File: config.mk
export PLATFORM = sky130hd
export DESIGN_NAME = bbsa_ctrl
export DESIGN_NICKNAME = d
export VERILOG_FILES = /design/src/rtl/bbsa_pkg.sv /design/src/rtl/bbsa_ctrl.sv
export SDC_FILE = /design/constraint.sdc
export NUM_CORES = 1
export LEC_CHECK = 0
export ABC_AREA = 1
export BUFFER_PORTS_ARGS = -buffer_cell sky130_fd_sc_hd__buf_2
export CORE_AREA = 3 3 40 42
export DETAILED_ROUTE_END_ITERATION = 8
export DIE_AREA = 0 0 43 45
export GPL_ROUTABILITY_DRIVEN = 0
export HOLD_SLACK_MARGIN = 0.12
export PLACE_DENSITY = 0.65
export SETUP_SLACK_MARGIN = 0.05
export SYNTH_ARGS = -nofsm -noshare
export SYNTH_HDL_FRONTEND = slang
export SYNTH_SLANG_ARGS = --single-unit
export TNS_END_PERCENT = 30
File: constraint.sdc
create_clock -name clk -period 1.6 [get_ports clk]
set_clock_uncertainty 0.05 [all_clocks]
set_input_delay 0.16 -clock clk [delete_from_list [all_inputs] [get_ports clk]]
set_output_delay 0.16 -clock clk [all_outputs]
set_load 0.01 [all_outputs]
File: src/rtl/bbsa_pkg.sv
package bbsa_pkg;

	localparam int MAX_WIDTH  = 64;
	localparam int MAX_HEIGHT = 64;
	localparam int STRIDE     = MAX_WIDTH + 1;
	localparam int DEPTH      = (MAX_WIDTH + 1) * (MAX_HEIGHT + 1);
	localparam int ADDR_W     = $clog2(DEPTH);

	localparam int ENTRY_W    = 20;
	localparam int ROWSUM_W   = 14;
	localparam int PIX_W      = 8;
	localparam int COORD_W    = 6;
	localparam int DIM_W      = 7;
	localparam int EXT_W      = DIM_W + 1;
	localparam int RAD_W      = 6;
	localparam int SUM_W      = ENTRY_W + 2;
	localparam int DVD_W      = SUM_W - 1;
	localparam int AREA_W     = $clog2(MAX_WIDTH * MAX_HEIGHT + 1);
	localparam int Q_W        = 8;

	localparam int CFG_IDX_W  = 2;
	localparam int CFG_DATA_W = 7;
	localparam int S_TDATA_W  = 24;
	localparam int M_TDATA_W  = 8;

	localparam logic [CFG_IDX_W-1:0] REG_WIDTH  = 2'd0;
	localparam logic [CFG_IDX_W-1:0] REG_HEIGHT = 2'd1;
	localparam logic [CFG_IDX_W-1:0] REG_RADIUS = 2'd2;

	localparam logic REQ_LOAD = 1'b0;
	localparam logic REQ_READ = 1'b1;

	// Corners of the window in the order they are fetched.
	localparam logic [1:0] C_Y1X1 = 2'd0;
	localparam logic [1:0] C_Y0X1 = 2'd1;
	localparam logic [1:0] C_Y1X0 = 2'd2;
	localparam logic [1:0] C_Y0X0 = 2'd3;

	typedef struct packed {
		logic       clr;
		logic       capture;
		logic       ld_wr;
		logic       rd_chk;
		logic       rd_mem;
		logic [1:0] corner;
		logic       out_load;
	} cmd_t;

	typedef struct packed {
		logic clr_last;
		logic rd_err;
		logic div_done;
		logic out_free;
	} sts_t;

	function automatic logic [ADDR_W-1:0] addr_of(input logic [DIM_W-1:0] row,
		input logic [DIM_W-1:0] col);
		addr_of = ADDR_W'(row) * ADDR_W'(STRIDE) + ADDR_W'(col);
	endfunction

endpackage

File: src/rtl/bbsa_ctrl.sv
module bbsa_ctrl import bbsa_pkg::*; (
	input  logic clk,
	input  logic arst_n,
	input  logic s_tvalid,
	input  logic req_type,
	output logic s_tready,
	input  sts_t sts,
	output cmd_t cmd
);

	localparam logic [2:0] S_CLEAR  = 3'd0;
	localparam logic [2:0] S_IDLE   = 3'd1;
	localparam logic [2:0] S_LD_WR  = 3'd2;
	localparam logic [2:0] S_RD_CHK = 3'd3;
	localparam logic [2:0] S_RD_MEM = 3'd4;
	localparam logic [2:0] S_DIV    = 3'd5;
	localparam logic [2:0] S_DONE   = 3'd6;

	logic [2:0] state_q, state_d;
	logic [1:0] corner_q, corner_d;

	always_comb begin
		state_d  = state_q;
		corner_d = corner_q;
		cmd      = '0;
		s_tready = 1'b0;
		unique case (state_q)
			S_CLEAR: begin
				cmd.clr = 1'b1;
				if (sts.clr_last) begin
					state_d = S_IDLE;
				end
			end
			S_IDLE: begin
				cmd.capture = 1'b1;
				s_tready    = 1'b1;
				if (s_tvalid) begin
					state_d = (req_type == REQ_READ) ? S_RD_CHK : S_LD_WR;
				end
			end
			S_LD_WR: begin
				cmd.ld_wr = 1'b1;
				state_d   = S_IDLE;
			end
			S_RD_CHK: begin
				cmd.rd_chk = 1'b1;
				corner_d   = C_Y1X1;
				state_d    = sts.rd_err ? S_DONE : S_RD_MEM;
			end
			S_RD_MEM: begin
				cmd.rd_mem = 1'b1;
				cmd.corner = corner_q;
				corner_d   = corner_q + 2'd1;
				if (corner_q == C_Y0X0) begin
					state_d = S_DIV;
				end
			end
			S_DIV: begin
				if (sts.div_done) begin
					state_d = S_DONE;
				end
			end
			S_DONE: begin
				if (sts.out_free) begin
					cmd.out_load = 1'b1;
					state_d      = S_IDLE;
				end
			end
			default: begin
				state_d = S_IDLE;
			end
		endcase
	end

	always_ff @(posedge clk or negedge arst_n) begin
		if (!arst_n) begin
			state_q  <= S_CLEAR;
			corner_q <= C_Y1X1;
		end else begin
			state_q  <= state_d;
			corner_q <= corner_d;
		end
	end

	a_one_at_a_time: assert property (@(posedge clk) disable iff (!arst_n)
		s_tvalid && s_tready |=> !s_tready)
		else $error("a second request was taken while one was in progress");

	a_clear_complete: assert property (@(posedge clk) disable iff (!arst_n)
		$fell(state_q == S_CLEAR) |-> $past(sts.clr_last))
		else $error("clearing pass left before the last entry");

endmodule

Yosys cells after proc, flatten, opt, wreduce, memory -nomap -nowiden. Index checks and enable logic that the tools add are counted.

Register bits: 5. Latch bits: 0. RAM bits: 0. ROM bits: 0. Bits of input ports: 8. Output and inout bits: 9. Logic and storage cells: 34. Memories: 0.

Add/sub/neg operators: 1. Multipliers: 0. Div/mod/pow operators: 0. $lt $le $gt $ge: 0. Equality and inequality tests: 12. Shift operators: 0. Muxes and demuxes: 16. Bitwise logic cells: 0. Reductions and logical operators: 3.

Operators by type and width (count): 3-bit two-way mux (6); 3-bit one-hot mux with 6 select lines (1); 2-bit inequality test (second input constant) (5); 3-bit equality test (second input constant) (3); 1-bit two-way mux (7); 3-bit by 2-bit equality test with 1-bit output (second input constant) (2); 5-bit AND reduction (1); 2-bit one-hot mux with 2 select lines (1); 3-bit by 1-bit equality test with 1-bit output (second input constant) (1); 3-bit zero test (1); 2-bit by 1-bit adder with 2-bit output (second input constant) (1); 2-bit equality test (second input constant) (1); 2-bit two-way mux (1); 2-bit nonzero test (1).

Longest topological paths before layout. Gate-level depths: netlist (run 1).

Depth in word-level cells: 3. Mapped depth: 9. Depth with buffers taken out: 8.

Least setup slack after synthesis (run 1). OpenSTA, ideal clock, no wires.

Path kind: register to output. From: register state_q[1]. To: output cmd[6] (netlist name). Data arrival time: 964 ps. Data required time: 1390 ps. Setup slack: 426 ps. Cell stages (with the launch flop): 5. Cell sequence: dfrtp_1 inv_2 nand2_1 nor2_1 buf_4.

Longest elaborated chain between the ends: 2.

Ends and longest elaborated chain: from (decl) (line bbsa_ctrl.sv:19) `logic [2:0] state_q, state_d;`; from (signal assigned) (line bbsa_ctrl.sv:80) `state_q <= state_d;`; 3-bit by 1-bit equality test with 1-bit output; 1-bit two-way mux; to (decl) (line bbsa_ctrl.sv:8) `output cmd_t cmd`.

Every way passes these cells.

==> flow_metrics.py, run 1 <==
metrics = {
    "run_status": {
        "status": "complete, no violations",
    },
    "setup_path": {
        "path_depth": 5,
        "cpMaxStageDelayCell": "dfrtp_2",
        "worstPathMaxFanout": 8,
        "crit_path_max_incr_delay_ns": 0.43,
        "end_kind": "output pin",
        "crit_required_ns": 1.39,
        "crit_arrival_ns": 1.27,
        "reg2reg_depth": 8,
        "crit_family": "flip-flops",
        "critical_path_buf_inv_count": 2,
        "crit_type": "reg -> out",
        "worstSetupStartpointType": "flip-flop",
        "crit_chain": "inv_2 > nor2_2 > nand2_1 > nor2_1 > buf_2",
    },
    "cts": {
        "clock_sinks": 5,
        "cts.clk_slew.worst_paths_ns": 0.04,
        "post_cts_buffers": 0,
        "cts_made_buffers": 3,
        "clock-root-buffer": "clkbuf_4",
        "clk_path_buf_depth": 2,
        "cts_tree": "done",
        "h-tree-depth": 1,
        "clock_latency_ns": 0.24,
    },
    "finish": {
        "finish.net_count": 88,
        "drive_gt1_frac": 0.359,
        "layout_commonest_cell": "nand2_1",
        "regArea_sq_um": 128,
        "multiInputGateArea_sq_um": 206,
        "fillerInstances": 141,
        "final_cells": 93,
        "syn_to_final_growth_pct": 29.4,
        "final_cell_mix": "17 x nand2_1, 16 x buf_2, 7 x inv_1",
        "antenna_cells": 0,
    },
    "timing": {
        "max_freq_mhz": 675,
        "slew_headroom": 0.845,
        "timing.final.crit_share": 0.927,
        "setup_viol": 0,
        "hold_slack_ns": 0.172,
        "slew_viol_final": 0,
        "min_period_ns": 1.48,
        "tns_ns": 0,
        "worst_pin_slew_ns": 0.232,
        "finalHoldViolations": 0,
        "rsz0062_at_grt": "yes",
    },
    "power_and_ir_drop": {
        "peakVddDrop_mv": 0.842,
        "power_uw": 984,
        "p_leak_nw": 0.295,
        "powerDensity_nw_per_um2": 1940,
    },
    "yosys": {
        "netlist_instances": 60,
        "ys_ff_latch": 5,
        "synth-seq-area-share": 0.319,
        "synthesis.area_sq_um": 392,
        "synth_nets": 69,
        "avgSynthCellArea_sq_um": 6.53,
        "yosysUniqueCellTypes": 15,
        "synth_warnings": 0,
    },
    "place": {
        "post-place-cells": 88,
        "dpl.hpwl_microns": 720,
        "port-buffer-count": 16,
    },
    "route": {
        "wirelength_microns": 881,
        "drt.antenna.violating_nets": 0,
        "vias_per_cell": 4.46,
        "drt_iter0_drc": 6,
        "drt_drc_violations_left": 0,
        "vias": 415,
        "routedWlPerCell_microns": 9.47,
        "drt_first_pass_iters": 2,
    },
    "min_path": {
        "hp-class": "in -> reg",
        "whs_path_depth": 4,
    },
    "global_route": {
        "track_usage": 0.102,
        "antenna_found_initial": 0,
        "grt_pass1_vias": 396,
        "grt_overflow": 0,
        "grt_max_degree": 11,
        "grt_pass1_wl_microns": 1470,
    },
    "floorplanning": {
        "die_w_microns": 43,
        "initial_core_util": 0.305,
        "dieArea_sq_um": 1940,
        "die_y_microns": 45,
        "fp-row-count": 13,
        "core-area_sq_um": 1280,
        "io_pins": 17,
    },
    "job": {
        "drv_cap": 0,
    },
}
-- cells in the mapped netlist (all sizes together) --
library cell / count / area (sq um)
nand2: 17 / 63.8
inv: 10 / 37.5
nor2: 8 / 35.0
dfrtp: 5 / 125
nand3: 5 / 25.0
nor3: 5 / 35.0
a21oi: 3 / 15.0
buf: 3 / 22.5
ha: 1 / 12.5
nand3b: 1 / 7.51
o21ai: 1 / 5.00
o21bai: 1 / 7.51
-- routing by layer --
metal  part of all wire  global-route usage  wire length (microns)  vias to the layer above
met5                  0                   0                      0                        -
met4                  0              0.0843                      0                        0
met3              0.066              0.0438                     58                        0
met2               0.50               0.162                    442                        9
met1               0.43               0.106                    380                      184
li1                   -                   -                      -                      222
-- logic make-up after synthesis --
| family | count (synthesis) | share of synthesized area |
|---|---|---|
| flip-flops | 5 | 0.319 |
| AND/OR/NAND/NOR | 36 | 0.425 |
| adder cells (fa/ha/maj) | 1 | 0.0319 |
| buffers and inverters | 13 | 0.153 |
| AO/OA/AOI/OAI | 5 | 0.0703 |
-- sequential cells by signal, indices dropped and copies added, names as in the netlist --
name	cells
corner_q	2
state_q	3
-- power breakdown --
part,leakage (nW),internal (mW),total [mW],switching [mW]
Combinational,0.222,0.213,0.542,0.329
Clock,0.0150,0.0941,0.142,0.0483
Sequential,0.0576,0.197,0.300,0.103
Total,0.295,0.504,0.984,0.480
-- worst reg2reg max path, stage by stage, from the launching register on --
cell and delay [ns]:
dfrtp_2 0.47, inv_2 0.13, nand2_1 0.06, nand3_1 0.10, nand2_1 0.06, inv_1 0.08
nand2_1 0.05, nand2_1 0.05, nand2_1 0.05
-- what timing repair did --
| item | in CTS | in global routing |
|---|---|---|
| endpoints found under the hold margin | 5 | 0 |
| resized for setup | 0 | 2 |
| endpoints found under the setup margin | 0 | 4 |
| hold buffers | 1 | 0 |
-- worst paths after layout --
check                       startpoint     endpoint  slack [ns]
setup reg to reg            state_q[0]   state_q[0]        0.38
min in group asynchronous       arst_n  corner_q[0]        0.21
setup / recovery            state_q[2]       cmd[1]        0.12
max in group asynchronous       arst_n   state_q[0]        1.15
hold / removal                  sts[0]   state_q[1]        0.17
hold reg to reg            corner_q[1]  corner_q[1]        0.50
-- final cells by class --
class                      count  area share
clock buffer                   4      0.0519
inverter                      10      0.0741
multi-input combinational     42       0.407
sequential                     5       0.252
tap                           15      0.0370
timing repair buffer          17       0.178
-- per-stage QoR --
step | util | instance area (sq um) | setup WS [ns]
floorplan | - | 392 | 0.426
global placement | 0.364 | 468 | 0.346
detailed placement | 0.364 | 468 | 0.300
CTS | 0.392 | 504 | 0.0569
global route | 0.394 | 507 | 0.0111
finish | 0.394 | 507 | 0.117
No activity file was read; power rests on OpenSTA's default activity.
==> inputs of run 2 (changes only) <==
Settings changed: RECOVER_POWER set to 25.
==> run 2 against run 1 <==
Worst setup slack hardly changed. Non-clock buffer count stayed put. Sequential cell count stayed put. Critical path depth stayed put. Largest cell class unchanged. Core utilization is 0.097 points lower. Clock power hardly changed. Hold slack hardly changed. Critical path type unchanged. Global-route usage stayed put.
==> flow_metrics.py, run 2 (synthesized netlist as in run 1, its figures left out) <==
metrics = {
    "run_status": {
        "status": "complete, no violations",
    },
    "setup_path": {
        "end_kind": "output pin",
        "crit_type": "reg -> out",
        "crit_required_ns": 1.39,
        "reg2reg_slack_ns": 0.38,
        "worstReg2RegEnd": "state_q[0]",
        "cpMaxStageDelayCell": "dfrtp_2",
        "worstPathMaxFanout": 8,
        "reg2reg_depth": 8,
        "r2r_start": "state_q[0]",
        "crit_path_max_incr_delay_ns": 0.43,
        "crit_family": "flip-flops",
        "critical_path_buf_inv_count": 2,
        "crit_chain": "inv_2 > nor2_2 > nand2_1 > nor2_1 > buf_2",
        "worstSetupStartpointType": "flip-flop",
        "crit_arrival_ns": 1.27,
    },
    "route": {
        "vias": 415,
        "vias_per_cell": 4.46,
        "routedWlPerCell_microns": 9.48,
        "drt_iter0_drc": 6,
        "wirelength_microns": 882,
        "drt.antenna.violating_nets": 0,
        "drt_first_pass_iters": 2,
        "drt_drc_violations_left": 0,
    },
    "timing": {
        "setup_viol": 0,
        "slew_viol_final": 0,
        "min_period_ns": 1.48,
        "max_freq_mhz": 675,
        "worst_pin_slew_ns": 0.264,
        "finalHoldViolations": 0,
        "slew_headroom": 0.824,
        "tns_ns": 0,
        "timing.final.crit_share": 0.927,
        "rsz0062_at_grt": "yes",
        "hold_slack_ns": 0.172,
    },
    "global_route": {
        "grt_overflow": 0,
        "grt_pass1_vias": 396,
        "antenna_found_initial": 0,
        "grt_max_degree": 11,
        "track_usage": 0.102,
        "grt_pass1_wl_microns": 1470,
    },
    "cts": {
        "clock_sinks": 5,
        "cts_tree": "done",
        "cts_made_buffers": 3,
        "clock-root-buffer": "clkbuf_4",
        "clock_latency_ns": 0.24,
        "h-tree-depth": 1,
        "post_cts_buffers": 0,
        "cts.clk_slew.worst_paths_ns": 0.04,
        "clk_path_buf_depth": 2,
    },
    "min_path": {
        "holdPathEnd": "state_q[1]",
        "min-delay-start": "sts[0]",
        "hp-class": "in -> reg",
        "whs_path_depth": 4,
    },
    "finish": {
        "syn_to_final_growth_pct": 29.1,
        "largest_reg_flops": 3,
        "antenna_cells": 0,
        "largest-register": "state_q",
        "drive_gt1_frac": 0.346,
        "reg_top3": "state_q x3, corner_q x2",
        "layout_commonest_cell": "nand2_1",
        "final_cell_mix": "17 x nand2_1, 15 x buf_2, 7 x inv_1",
        "finish.net_count": 88,
    },
    "floorplanning": {
        "initial_core_util": 0.305,
        "dieArea_sq_um": 1940,
        "io_pins": 17,
        "core-area_sq_um": 1280,
        "fp-row-count": 13,
        "die_w_microns": 43,
        "die_y_microns": 45,
    },
    "job": {
        "drv_cap": 0,
    },
    "power_and_ir_drop": {
        "p_int_uw": 504,
        "switching_share": 0.488,
        "p_leak_nw": 0.292,
        "p_sw_uw": 480,
        "power_uw": 984,
        "p_clk_frac": 0.145,
        "seq_power_share": 0.305,
        "p_comb_frac": 0.550,
        "powerDensity_nw_per_um2": 1950,
        "peakVddDrop_mv": 0.842,
    },
    "place": {
        "port-buffer-count": 16,
        "dpl.hpwl_microns": 720,
    },
}
## run 2: cell count changes in the layout (fill, tap and decap cells not counted)
cell and delta:
buf_2 -1, clkbuf_1 +1
## run 2: how the worst max path moves through the flow
stage	start	end	slack, ns	cells past startpoint
after floorplan	state_q[1]	cmd[6]	0.43	4
after global placement	state_q[2]	cmd[1]	0.35	5
after detailed placement	state_q[0]	corner_q[0]	0.30	5
after CTS	state_q[0]	cmd[4]	0.06	3
after global routing	state_q[2]	cmd[1]	0.01	5
final	state_q[2]	cmd[1]	0.12	5
## run 2: through the flow
stage	cell area [sq um]	utilization	worst slack, ns	cells
final	505	0.393	0.117	93
after global routing	505	0.393	0.0111	93
after CTS	504	0.392	0.0569	93
after detailed placement	468	0.364	0.300	88
after global placement	468	0.364	0.346	88
after floorplan	392	-	0.426	60
## run 2: power by group through the flow
stage	clock [mW]	sequential, mW	combinational, mW
6_report	0.142	0.300	0.542
5_1_grt	0.156	0.318	0.619
4_1_cts	0.151	0.293	0.549
3_5_place_dp	0	0.295	0.543
3_3_place_gp	0	0.294	0.538
2_1_floorplan	0	0.228	0.492
## run 2: routing by layer
metal / vias to the layer above / track usage / part of all wire
li1: 222 / - / -
met1: 184 / 0.106 / 0.43
met2: 9 / 0.162 / 0.50
met3: 0 / 0.0438 / 0.066
met4: 0 / 0.0843 / 0
met5: - / 0 / 0
## run 2: repair_timing
action / in CTS / in global routing
endpoints found under the setup margin: 0 / 4
hold buffers: 1 / 0
gates resized for setup: 0 / 2
hold endpoints to repair: 5 / 0
## run 2: final cells by class
cell class	count	area, sq um
Clock buffer	4	26.3
Multi-Input combinational cell	42	206
Fill cell	141	779
Timing Repair Buffer	17	88.8
Sequential cell	5	128
Tap cell	15	18.8
Inverter	10	37.5
## run 2: tightest hold or removal path, cell delays in order
cell     delay, ns
buf_2         0.09
nor3_2        0.05
inv_1         0.06
nand2_1       0.05
